File: config.mk
export PLATFORM = sky130hd
export DESIGN_NAME = sha1_message_hash_top
export DESIGN_NICKNAME = d
export VERILOG_FILES = /design/src/sv/sha1h_pkg.sv /design/src/sv/sha1_message_hash_top.sv /design/src/sv/sha1h_front.sv /design/src/sv/sha1h_back.sv
export SDC_FILE = /design/constraint.sdc
export NUM_CORES = 2
export LEC_CHECK = 0
export ABC_CLOCK_PERIOD_IN_PS = 22900
export BUFFER_PORTS_ARGS = -buffer_cell sky130_fd_sc_hd__buf_2
export CAP_MARGIN = 20
export CORE_MARGIN = 2
export CORE_UTILIZATION = 65
export CTS_BUF_LIST = sky130_fd_sc_hd__clkbuf_8
export CTS_CLUSTER_SIZE = 30
export DETAILED_ROUTE_END_ITERATION = 8
export PLACE_DENSITY = 0.86
export RECOVER_POWER = 50
export SLEW_MARGIN = 20
export SYNTH_ARGS = -nofsm -noshare
export SYNTH_HDL_FRONTEND = slang
export SYNTH_HIERARCHICAL = 1
export SYNTH_SLANG_ARGS = --single-unit
File: constraint.sdc
create_clock -name aclk -period 22.9 [get_ports aclk]
set_input_delay 4.58 -clock aclk [delete_from_list [all_inputs] [get_ports aclk]]
set_output_delay 4.58 -clock aclk [all_outputs]
set_load 0.02 [all_outputs]
File: src/sv/sha1h_pkg.sv
// Package for the SHA-1 message hash block: types, constants, round helpers.
package sha1h_pkg;

    localparam int WORD_W = 32;
    localparam int FIFO_DEPTH = 4;
    localparam logic [31:0] K0 = 32'h5A827999;
    localparam logic [31:0] K1 = 32'h6ED9EBA1;
    localparam logic [31:0] K2 = 32'h8F1BBCDC;
    localparam logic [31:0] K3 = 32'hCA62C1D6;
    localparam logic [7:0] PAD_BYTE = 8'h80;

    typedef logic [31:0] word_t;

    // One accepted item, normalized by the front end.
    typedef struct packed {
        logic [31:0] data;
        logic [2:0]  cnt;
        logic        last;
    } item_t;

    typedef enum logic [2:0] {
        ST_IDLE,
        ST_BYTES,
        ST_PAD,
        ST_COMP,
        ST_EMIT
    } back_state_t;

    function automatic word_t iv_word(input logic [2:0] i);
        word_t r;
        case (i)
            3'd0: r = 32'h67452301;
            3'd1: r = 32'hEFCDAB89;
            3'd2: r = 32'h98BADCFE;
            3'd3: r = 32'h10325476;
            3'd4: r = 32'hC3D2E1F0;
            default: r = 32'h0;
        endcase
        return r;
    endfunction

    function automatic word_t rol(input word_t x, input int n);
        return (x << n) | (x >> (32 - n));
    endfunction

endpackage

File: src/sv/sha1_message_hash_top.sv
// Top level of the SHA-1 message hash block.
// Usage:
//   Input channel s_*: one item per handshake carries a big-endian word,
//   a byte count (0..4, 5..7 treated as 4) and a last flag. Only the last
//   item of a message may be short.
//   Output channel m_*: after a last item, five items carry the digest
//   words, index 0 first; m_last_word marks the fifth. m_length_overflow
//   reports a wrap of the 64-bit bit counter for that message.
//   Rate: items are handled one at a time. The back end fetches an item
//   from the queue, packs its bytes into the block and then closes the
//   item; each 64-byte block is compressed at one round per cycle.
//   After a last item the padding completes the current block, or needs
//   a second block when it does not fit; the five words then go out one
//   per accepted cycle.
//   A four-entry queue lets the sender run ahead of the back end.
//   Reset (aresetn low, synchronous) restores the initial chain value and
//   clears counts and the queue.
//   If the receiver stalls, the digest word is held and the back end waits;
//   the queue keeps taking items until it is full.
module sha1_message_hash_top
    import sha1h_pkg::*;
#(
    parameter int QUEUE_DEPTH = FIFO_DEPTH
) (
    input  logic        aclk,
    input  logic        aresetn,
    input  logic [31:0] s_data_word,
    input  logic [2:0]  s_byte_count,
    input  logic        s_last_of_message,
    input  logic        s_valid,
    output logic        s_ready,
    output logic [31:0] m_digest_word,
    output logic [2:0]  m_word_index,
    output logic        m_last_word,
    output logic        m_length_overflow,
    output logic        m_valid,
    input  logic        m_ready
);
    item_t q_item;
    logic  q_valid, q_ready;

    sha1h_front #(.DEPTH(QUEUE_DEPTH)) u_front (
        .aclk, .aresetn, .s_data_word, .s_byte_count, .s_last_of_message,
        .s_valid, .s_ready, .q_item, .q_valid, .q_ready
    );

    sha1h_back u_back (
        .aclk, .aresetn, .q_item, .q_valid, .q_ready,
        .m_digest_word, .m_word_index, .m_last_word, .m_length_overflow,
        .m_valid, .m_ready
    );
endmodule

File: src/sv/sha1h_front.sv
// Front end: accepts items, clamps byte counts, and queues them.
module sha1h_front
    import sha1h_pkg::*;
#(
    parameter int DEPTH = FIFO_DEPTH
) (
    input  logic        aclk,
    input  logic        aresetn,
    input  logic [31:0] s_data_word,
    input  logic [2:0]  s_byte_count,
    input  logic        s_last_of_message,
    input  logic        s_valid,
    output logic        s_ready,
    output sha1h_pkg::item_t q_item,
    output logic        q_valid,
    input  logic        q_ready
);
    localparam int AW = (DEPTH > 1) ? $clog2(DEPTH) : 1;

    item_t mem [DEPTH];
    logic [AW-1:0] wp_reg, wp_next, rp_reg, rp_next;
    logic [AW:0] cnt_reg, cnt_next;
    item_t in_item;
    logic push, pop;

    always_comb begin
        in_item.data = s_data_word;
        in_item.cnt  = (s_byte_count > 3'd4) ? 3'd4 : s_byte_count;
        in_item.last = s_last_of_message;
    end

    assign s_ready = (cnt_reg != (AW+1)'(DEPTH));
    assign q_valid = (cnt_reg != '0);
    assign q_item  = mem[rp_reg];
    assign push = s_valid && s_ready;
    assign pop  = q_valid && q_ready;

    always_comb begin
        wp_next = push ? ((wp_reg == AW'(DEPTH-1)) ? '0 : wp_reg + 1'b1) : wp_reg;
        rp_next = pop ? ((rp_reg == AW'(DEPTH-1)) ? '0 : rp_reg + 1'b1) : rp_reg;
        cnt_next = cnt_reg + (AW+1)'(push) - (AW+1)'(pop);
    end

    always_ff @(posedge aclk) begin
        if (!aresetn) begin
            wp_reg <= '0;
            rp_reg <= '0;
            cnt_reg <= '0;
        end else begin
            wp_reg <= wp_next;
            rp_reg <= rp_next;
            cnt_reg <= cnt_next;
        end
    end

    always_ff @(posedge aclk) begin
        if (push) mem[wp_reg] <= in_item;
    end
endmodule

File: src/sv/sha1h_back.sv
// Back end: byte packing, padding, 80-round compression and digest output.
module sha1h_back
    import sha1h_pkg::*;
(
    input  logic        aclk,
    input  logic        aresetn,
    input  sha1h_pkg::item_t q_item,
    input  logic        q_valid,
    output logic        q_ready,
    output logic [31:0] m_digest_word,
    output logic [2:0]  m_word_index,
    output logic        m_last_word,
    output logic        m_length_overflow,
    output logic        m_valid,
    input  logic        m_ready
);
    back_state_t st_reg, st_next;
    word_t h_reg [5];
    word_t a_reg, b_reg, c_reg, d_reg, e_reg;
    word_t w_reg [16];
    logic [5:0]  fill_reg;
    logic [63:0] len_reg;
    logic        ovf_reg;
    item_t       cur_reg;
    logic [2:0]  bi_reg;
    logic [6:0]  rnd_reg;
    logic        pad_mode_reg;
    logic [3:0]  pad_step_reg;
    logic [63:0] plen_reg;
    logic [2:0]  oi_reg;

    logic [7:0]  nb;
    logic [3:0]  widx;
    logic [1:0]  wpos;
    word_t       f, k, t, wnew, wcur;
    logic [63:0] len_sum;

    assign widx = fill_reg[5:2];
    assign wpos = fill_reg[1:0];
    assign q_ready = (st_reg == ST_IDLE);
    assign len_sum = len_reg + {58'd0, cur_reg.cnt, 3'd0};

    // Next byte: message byte, pad byte, zero fill or length byte.
    always_comb begin
        nb = 8'h00;
        if (st_reg == ST_BYTES) begin
            case (bi_reg[1:0])
                2'd0: nb = cur_reg.data[31:24];
                2'd1: nb = cur_reg.data[23:16];
                2'd2: nb = cur_reg.data[15:8];
                2'd3: nb = cur_reg.data[7:0];
                default: nb = 8'h00;
            endcase
        end else if (pad_step_reg == 4'd0) begin
            nb = PAD_BYTE;
        end else if (pad_step_reg >= 4'd2) begin
            nb = plen_reg[63:56];
        end
    end

    always_comb begin
        wcur = (rnd_reg < 7'd16) ? w_reg[rnd_reg[3:0]] :
               rol(w_reg[13] ^ w_reg[8] ^ w_reg[2] ^ w_reg[0], 1);
        wnew = wcur;
        if (rnd_reg < 7'd20) begin
            f = (b_reg & c_reg) | (~b_reg & d_reg); k = K0;
        end else if (rnd_reg < 7'd40) begin
            f = b_reg ^ c_reg ^ d_reg; k = K1;
        end else if (rnd_reg < 7'd60) begin
            f = (b_reg & c_reg) | (b_reg & d_reg) | (c_reg & d_reg); k = K2;
        end else begin
            f = b_reg ^ c_reg ^ d_reg; k = K3;
        end
        t = rol(a_reg, 5) + f + e_reg + wcur + k;
    end

    always_comb begin
        st_next = st_reg;
        case (st_reg)
            ST_IDLE: if (q_valid) st_next = ST_BYTES;
            ST_BYTES: begin
                if (bi_reg >= cur_reg.cnt) st_next = cur_reg.last ? ST_PAD : ST_IDLE;
                else if (fill_reg == 6'd63) st_next = ST_COMP;
            end
            ST_PAD: if (fill_reg == 6'd63) st_next = ST_COMP;
            ST_COMP: begin
                if (rnd_reg == 7'd80) begin
                    if (!pad_mode_reg) st_next = ST_BYTES;
                    else if (pad_step_reg == 4'd10) st_next = ST_EMIT;
                    else st_next = ST_PAD;
                end
            end
            ST_EMIT: if (m_ready && oi_reg == 3'd4) st_next = ST_IDLE;
            default: st_next = ST_IDLE;
        endcase
    end

    always_ff @(posedge aclk) begin
        if (!aresetn) st_reg <= ST_IDLE;
        else st_reg <= st_next;
    end

    assign m_valid = (st_reg == ST_EMIT);
    assign m_digest_word = h_reg[oi_reg];
    assign m_word_index = oi_reg;
    assign m_last_word = (oi_reg == 3'd4);
    assign m_length_overflow = ovf_reg;

    always_ff @(posedge aclk) begin
        if (!aresetn) begin
            for (int i = 0; i < 5; i++) h_reg[i] <= iv_word(3'(i));
            fill_reg <= '0; len_reg <= '0; ovf_reg <= 1'b0;
            pad_mode_reg <= 1'b0; oi_reg <= '0; rnd_reg <= '0;
            bi_reg <= '0; pad_step_reg <= '0;
        end else begin
            case (st_reg)
                ST_IDLE: if (q_valid) begin
                    cur_reg <= q_item;
                    bi_reg <= '0;
                end
                ST_BYTES: begin
                    if (bi_reg < cur_reg.cnt) begin
                        if (wpos == 2'd0) w_reg[widx] <= {nb, 24'd0};
                        else w_reg[widx] <= w_reg[widx] | ({24'd0, nb} << (24 - 8 * wpos));
                        fill_reg <= fill_reg + 1'b1;
                        bi_reg <= bi_reg + 1'b1;
                    end else begin
                        len_reg <= len_sum;
                        if (len_sum < len_reg) ovf_reg <= 1'b1;
                        pad_mode_reg <= cur_reg.last;
                        pad_step_reg <= '0;
                        plen_reg <= len_sum;
                    end
                    rnd_reg <= '0;
                    a_reg <= h_reg[0]; b_reg <= h_reg[1]; c_reg <= h_reg[2];
                    d_reg <= h_reg[3]; e_reg <= h_reg[4];
                end
                ST_PAD: begin
                    if (wpos == 2'd0) w_reg[widx] <= {nb, 24'd0};
                    else w_reg[widx] <= w_reg[widx] | ({24'd0, nb} << (24 - 8 * wpos));
                    fill_reg <= fill_reg + 1'b1;
                    // Step 0 pad byte, 1 zero fill until byte 56, 2..9 length bytes.
                    if (pad_step_reg == 4'd0) begin
                        pad_step_reg <= (fill_reg == 6'd55) ? 4'd2 : 4'd1;
                    end else if (pad_step_reg == 4'd1) begin
                        if (fill_reg == 6'd55) pad_step_reg <= 4'd2;
                    end else begin
                        plen_reg <= {plen_reg[55:0], 8'd0};
                        pad_step_reg <= pad_step_reg + 1'b1;
                    end
                    rnd_reg <= '0;
                    a_reg <= h_reg[0]; b_reg <= h_reg[1]; c_reg <= h_reg[2];
                    d_reg <= h_reg[3]; e_reg <= h_reg[4];
                end
                ST_COMP: begin
                    if (rnd_reg == 7'd80) begin
                        h_reg[0] <= h_reg[0] + a_reg; h_reg[1] <= h_reg[1] + b_reg;
                        h_reg[2] <= h_reg[2] + c_reg; h_reg[3] <= h_reg[3] + d_reg;
                        h_reg[4] <= h_reg[4] + e_reg;
                        oi_reg <= '0;
                        // Step 10 here means length done; the pad byte fell in
                        // the prior block when step is still 1.
                        if (pad_mode_reg && pad_step_reg == 4'd0) pad_step_reg <= 4'd1;
                    end else begin
                        e_reg <= d_reg; d_reg <= c_reg; c_reg <= rol(b_reg, 30);
                        b_reg <= a_reg; a_reg <= t;
                        if (rnd_reg >= 7'd16) begin
                            for (int i = 0; i < 15; i++) w_reg[i] <= w_reg[i+1];
                            w_reg[15] <= wnew;
                        end else if (rnd_reg == 7'd15) begin
                            // keep window aligned: rounds 16+ use a sliding window
                        end
                        rnd_reg <= rnd_reg + 1'b1;
                    end
                end
                ST_EMIT: if (m_ready) begin
                    oi_reg <= (oi_reg == 3'd4) ? 3'd0 : oi_reg + 1'b1;
                    if (oi_reg == 3'd4) begin
                        for (int i = 0; i < 5; i++) h_reg[i] <= iv_word(3'(i));
                        fill_reg <= '0; len_reg <= '0; ovf_reg <= 1'b0;
                        pad_mode_reg <= 1'b0;
                    end
                end
                default: ;
            endcase
        end
    end
endmodule

Word-level counts from Yosys, hierarchy flattened --
Memories as Yosys holds them, arrays and structs flattened. A register that Yosys moved wholly into a read port is not among the register bits. Index checks and enable logic that the tools add are counted.
Cells by class: add/sub/neg operators 20, magnitude comparators 10, equal/unequal tests 29, shift-type cells 1, mux-type cells 148, bitwise operators 30, reduce and logical (&&, ||, !) cells 29
Operators with widths (number):
- 32-bit 2-to-1 mux | 50
- 64-bit 2-to-1 mux | 5
- 32-bit case mux with 2 select lines | 5
- 32-bit adder | 9
- 64-bit case mux with 2 select lines | 2
- 32-bit bitwise XOR | 5
- 32-bit AND | 4
- 32-bit OR | 4
- 64-bit by 6-bit adder with 64-bit output | 1
- 64-bit < comparator | 1
- 3-bit 2-to-1 mux | 15
- 4-bit 2-to-1 mux | 11
- 1-bit 2-to-1 mux | 39
- 32-bit inverter | 1
- 32-bit by 1-bit OR with 32-bit output | 1
- 32-bit by 30-bit OR with 32-bit output | 1
- 32-bit by 5-bit OR with 32-bit output | 1
- 8-bit case mux with 4 select lines | 1
- 32-bit OR reduction | 1
- 8-bit by 32-bit left shift with 32-bit output | 1
- 31-bit 2-to-1 mux | 1
- 8-bit 2-to-1 mux | 3
- 6-bit 2-to-1 mux | 3
- 6-bit case mux with 3 select lines | 1
- 47 further kinds | 101
Word-level totals: flip-flop bits (word level) 323, RAM bits 816, word-level logic and storage cells 288, memories 3
Memories:
- u_back.w_reg | words 16, width 32, rd ports 18, clocked after Yosys merged registers in 2, wr ports 16, line sha1h_back.sv:20 | word_t w_reg [16];
- u_back.h_reg | words 5, width 32, rd ports 6, clocked after Yosys merged registers in 1, wr ports 5, line sha1h_back.sv:18 | word_t h_reg [5];
- u_front.mem | words 4, width 36, rd ports 1, clocked after Yosys merged registers in 1, wr ports 1, line sha1h_front.sv:20 | item_t mem [DEPTH];

Logic depth before layout (Yosys ltp) --
depth in word-level cells 12, gate-level depth with buffers 27, depth with buffers taken out 25

Cells and area by module --
Netlist, hierarchy kept.
By module, submodules not included:
- sha1h_back | instances 1, cells an instance 5719, area an instance 65361.4 sq um, seq. area each 29898.7 sq um
- sha1h_front | instances 1, cells an instance 244, area an instance 5700.5 sq um, seq. area each 4504.3 sq um

Worst setup path before layout --
OpenSTA, ideal clock, no wires.
kind in2reg, from input port aresetn, to memory u_back/h_reg[0][0] in the netlist's numbering (enable), library setup time 1731 ps, arrival 8685 ps, required time 21169 ps, path slack 12484 ps, cell stages on the path 3, buffers on the path 2, path through clkbuf_1 > clkbuf_1 > nand3_1
RTL lines:
- start: declaration | line sha1_message_hash_top.sv:26 | input logic aresetn,
- end: declaration | line sha1h_back.sv:18

==> flow_metrics.tcl <==
set metrics [dict create \
    post_cts_buffers 0 \
    clk_latency_ns 0.90 \
    die_width_um 335 \
    multiInputGateArea_um2 34400 \
    fin_crit_sh_pct 49.4 \
    dr_total_vias 51438 \
    p_leak_nw 29.7 \
    synthFlopType "edfxtp_1" \
    mostFrequentLayoutCells "edfxtp_1, nand2_1, a21o_1" \
    status "complete, but fails checks" \
    grt_busiest_layer "met2" \
    die_y_um 335 \
    htreeDepth 4 \
    drt_iter0_drc 6762 \
    pin_count 79 \
    synthArstFlopShare_pct 0 \
    core_um2 109000 \
    regArea_um2 34400 \
    clock_path_buffers 3 \
    drive_gt1_share_pct 13.6 \
    endpoint_kind "register" \
    fin_hold_ws_ns 0.503 \
    start_util_pct 65.4 \
    slew_headroom_pct -204 \
    synth_cells 5963 \
    post-route-min-period_ns 11.32 \
    yosys_warnings 6 \
    nNetsFinal 6420 \
    worst_slew_pin_slew_ns 4.57 \
    synthesis.nets 6409 \
    cts_hold_buf 0 \
    cts-root-buf "clkbuf_8" \
    antenna_found_initial 4 \
    synth.avg_cell_area_um2 11.9 \
    path_clk_slew_ns 0.07 \
    grt_use_met1_pct 45.5 \
    final_common_cell "edfxtp_1" \
    grt_pass1_wl_um 292000 \
    path_class "reg -> reg" \
    via_per_inst 6.81 \
    yosysSeqAreaShare_pct 48.4 \
    drc_errors 0 \
    io_buffers 78 \
    setup_tns_ns 0 \
    min_path_type "reg -> reg" \
    synth_edf_count 1073 \
    timing.fmax_ghz 0.0883 \
    dieArea_um2 112000 \
    numCtsBuffers 190 \
    synth_area_um2 71100 \
    violations "capacitance limit, slew limit" \
    crit_required_ns 23.38 \
    area_delta_synth_final_pct 7.24 \
    clkSinkCount 1182 \
    synth_cell_types 104 \
    grt_pass1_vias 51034 \
    grt-ovfl-total 0 \
    met2_usage_pct 51.7 \
    ys_ff_latch 1182 \
    cts_tree "done" \
    final_hold_viol_count 0 \
    peakVddDrop_mv 0.0839 \
    wl_per_cell_um 25.1 \
    crit_fanout 42 \
    startpoint_type "register" \
    drv_slew 1432 \
    met3_usage_pct 8.67 \
    maxCapViolCount 31 \
    detail-route-antenna-nets 0 \
    largest_register_ffs 512 \
    fillerInstances 7143 \
    p_per_area_nw_per_um2 83.8 \
    dpl.hpwl_um 123000 \
    place_congestion 0.934 \
    finClkSkew_ns 0.0620 \
    grtUsageTotal_pct 33.9 \
    rsz0062_at_grt "false" \
    grt_max_degree 218 \
    cp_data_arrival_time_ns 11.81 \
    ctsResizeCount 0 \
    rows 121 \
    drt-pass1-iter-count 6 \
    setup_viol 0 \
    wirelength_um 190000 \
]
layer usage:
metal | vias to the layer above | share of wire, %
met5 | - | 0.012
met4 | 4 | 5.2
met3 | 629 | 13
met2 | 3546 | 46
met1 | 25116 | 36
li1 | 22143 | -
cell families after synthesis:
| group | after synthesis | synth area share [%] |
|---|---|---|
| DFF | 1182 | 48.4 |
| adders and majority gates | 406 | 8.49 |
| xor gates and xnor gates | 324 | 3.99 |
| AOI/OAI and AO/OA | 1318 | 12.2 |
| and+or+nand+nor | 1705 | 10.7 |
| buffers and inverters | 599 | 3.28 |
| muxes | 429 | 12.9 |
synthesized netlist by cell type, types with 33 or more instances:
library cell / count / share of area (%)
a21o_1: 444 / 4.7
a21oi_1: 252 / 1.8
and2_1: 33 / 0.29
and3_1: 49 / 0.43
buf_1: 33 / 0.17
clkbuf_1: 265 / 1.4
dfxtp_1: 109 / 3.1
edfxtp_1: 1073 / 45
fa_1: 127 / 3.6
ha_1: 279 / 4.9
inv_1: 271 / 1.4
mux4_2: 388 / 12
nand2_1: 911 / 4.8
nand2b_1: 40 / 0.35
nand3_1: 58 / 0.41
nor2_1: 322 / 1.7
nor2b_1: 107 / 0.94
nor3_1: 68 / 0.48
o21a_1: 35 / 0.37
o21ai_0: 316 / 2.2
o22ai_1: 34 / 0.30
xnor2_1: 203 / 2.5
xor2_1: 121 / 1.5
power breakdown:
| part | switching, W | leakage, nW | internal [W] |
|---|---|---|---|
| clock | 0.000888 | 2.13 | 0.000900 |
| combinational | 0.00118 | 17.4 | 0.000770 |
| sequential | 0.0000961 | 10.1 | 0.00255 |
stage by stage:
step / total power, W / setup WS, ns / utilization, % / instance area [µm²] / cells
6_report: 0.00638 / 11.58 / 70.1 / 76200 / 7553
5_1_grt: 0.00667 / 11.02 / 70.1 / 76200 / 7548
4_1_cts: 0.00634 / 15.01 / 70.3 / 76400 / 7544
2_1_floorplan: 0.00404 / 12.48 / - / 71100 / 5963
3_5_place_dp: 0.00456 / 14.73 / 66.9 / 72700 / 7194
3_3_place_gp: 0.00447 / 14.69 / 66.9 / 72700 / 7193
worst max-delay path, stage by stage (launching register included):
cell,delay (ns)
dfxtp_1,1.13
clkbuf_1,1.67
clkbuf_1,2.20
mux4_2,0.73
mux4_2,0.48
o21ai_0,0.76
fa_1,0.58
fa_1,0.52
inv_1,0.04
ha_1,0.21
inv_1,0.08
fa_1,0.21
nor2b_1,0.06
o21a_1,0.19
o21ai_0,0.28
a21oi_1,0.13
nor2_1,0.32
o21ai_0,0.31
a41oi_1,0.38
a21oi_1,0.11
a21oi_1,0.20
xnor2_1,0.15
o21ai_0,0.10
layout make-up:
| class | instances | share of cell area [%] |
|---|---|---|
| tap | 1414 | 2.32 |
| clock buffer | 201 | 3.63 |
| inverter | 271 | 1.33 |
| antenna | 7 | 0.0230 |
| clock inverter | 149 | 1.19 |
| multi-input combinational | 4182 | 45.2 |
| timing repair buffer | 147 | 1.13 |
| sequential | 1182 | 45.2 |
final timing paths:
check | end | from | slack, ns | cells past startpoint
hold / removal | u_front/wp_reg[1]$_SDFFE_PN0P_ | u_front/wp_reg[1]$_SDFFE_PN0P_ | 0.50 | 2
setup / recovery | u_back/a_reg[31]$_DFFE_PP_ | register | 11.58 | 22
setup reg to reg | u_back/a_reg[31]$_DFFE_PP_ | register | 11.58 | 22
hold reg to reg | u_front/wp_reg[1]$_SDFFE_PN0P_ | u_front/wp_reg[1]$_SDFFE_PN0P_ | 0.50 | 2
Note: power is estimated with default switching activity, not from simulation.
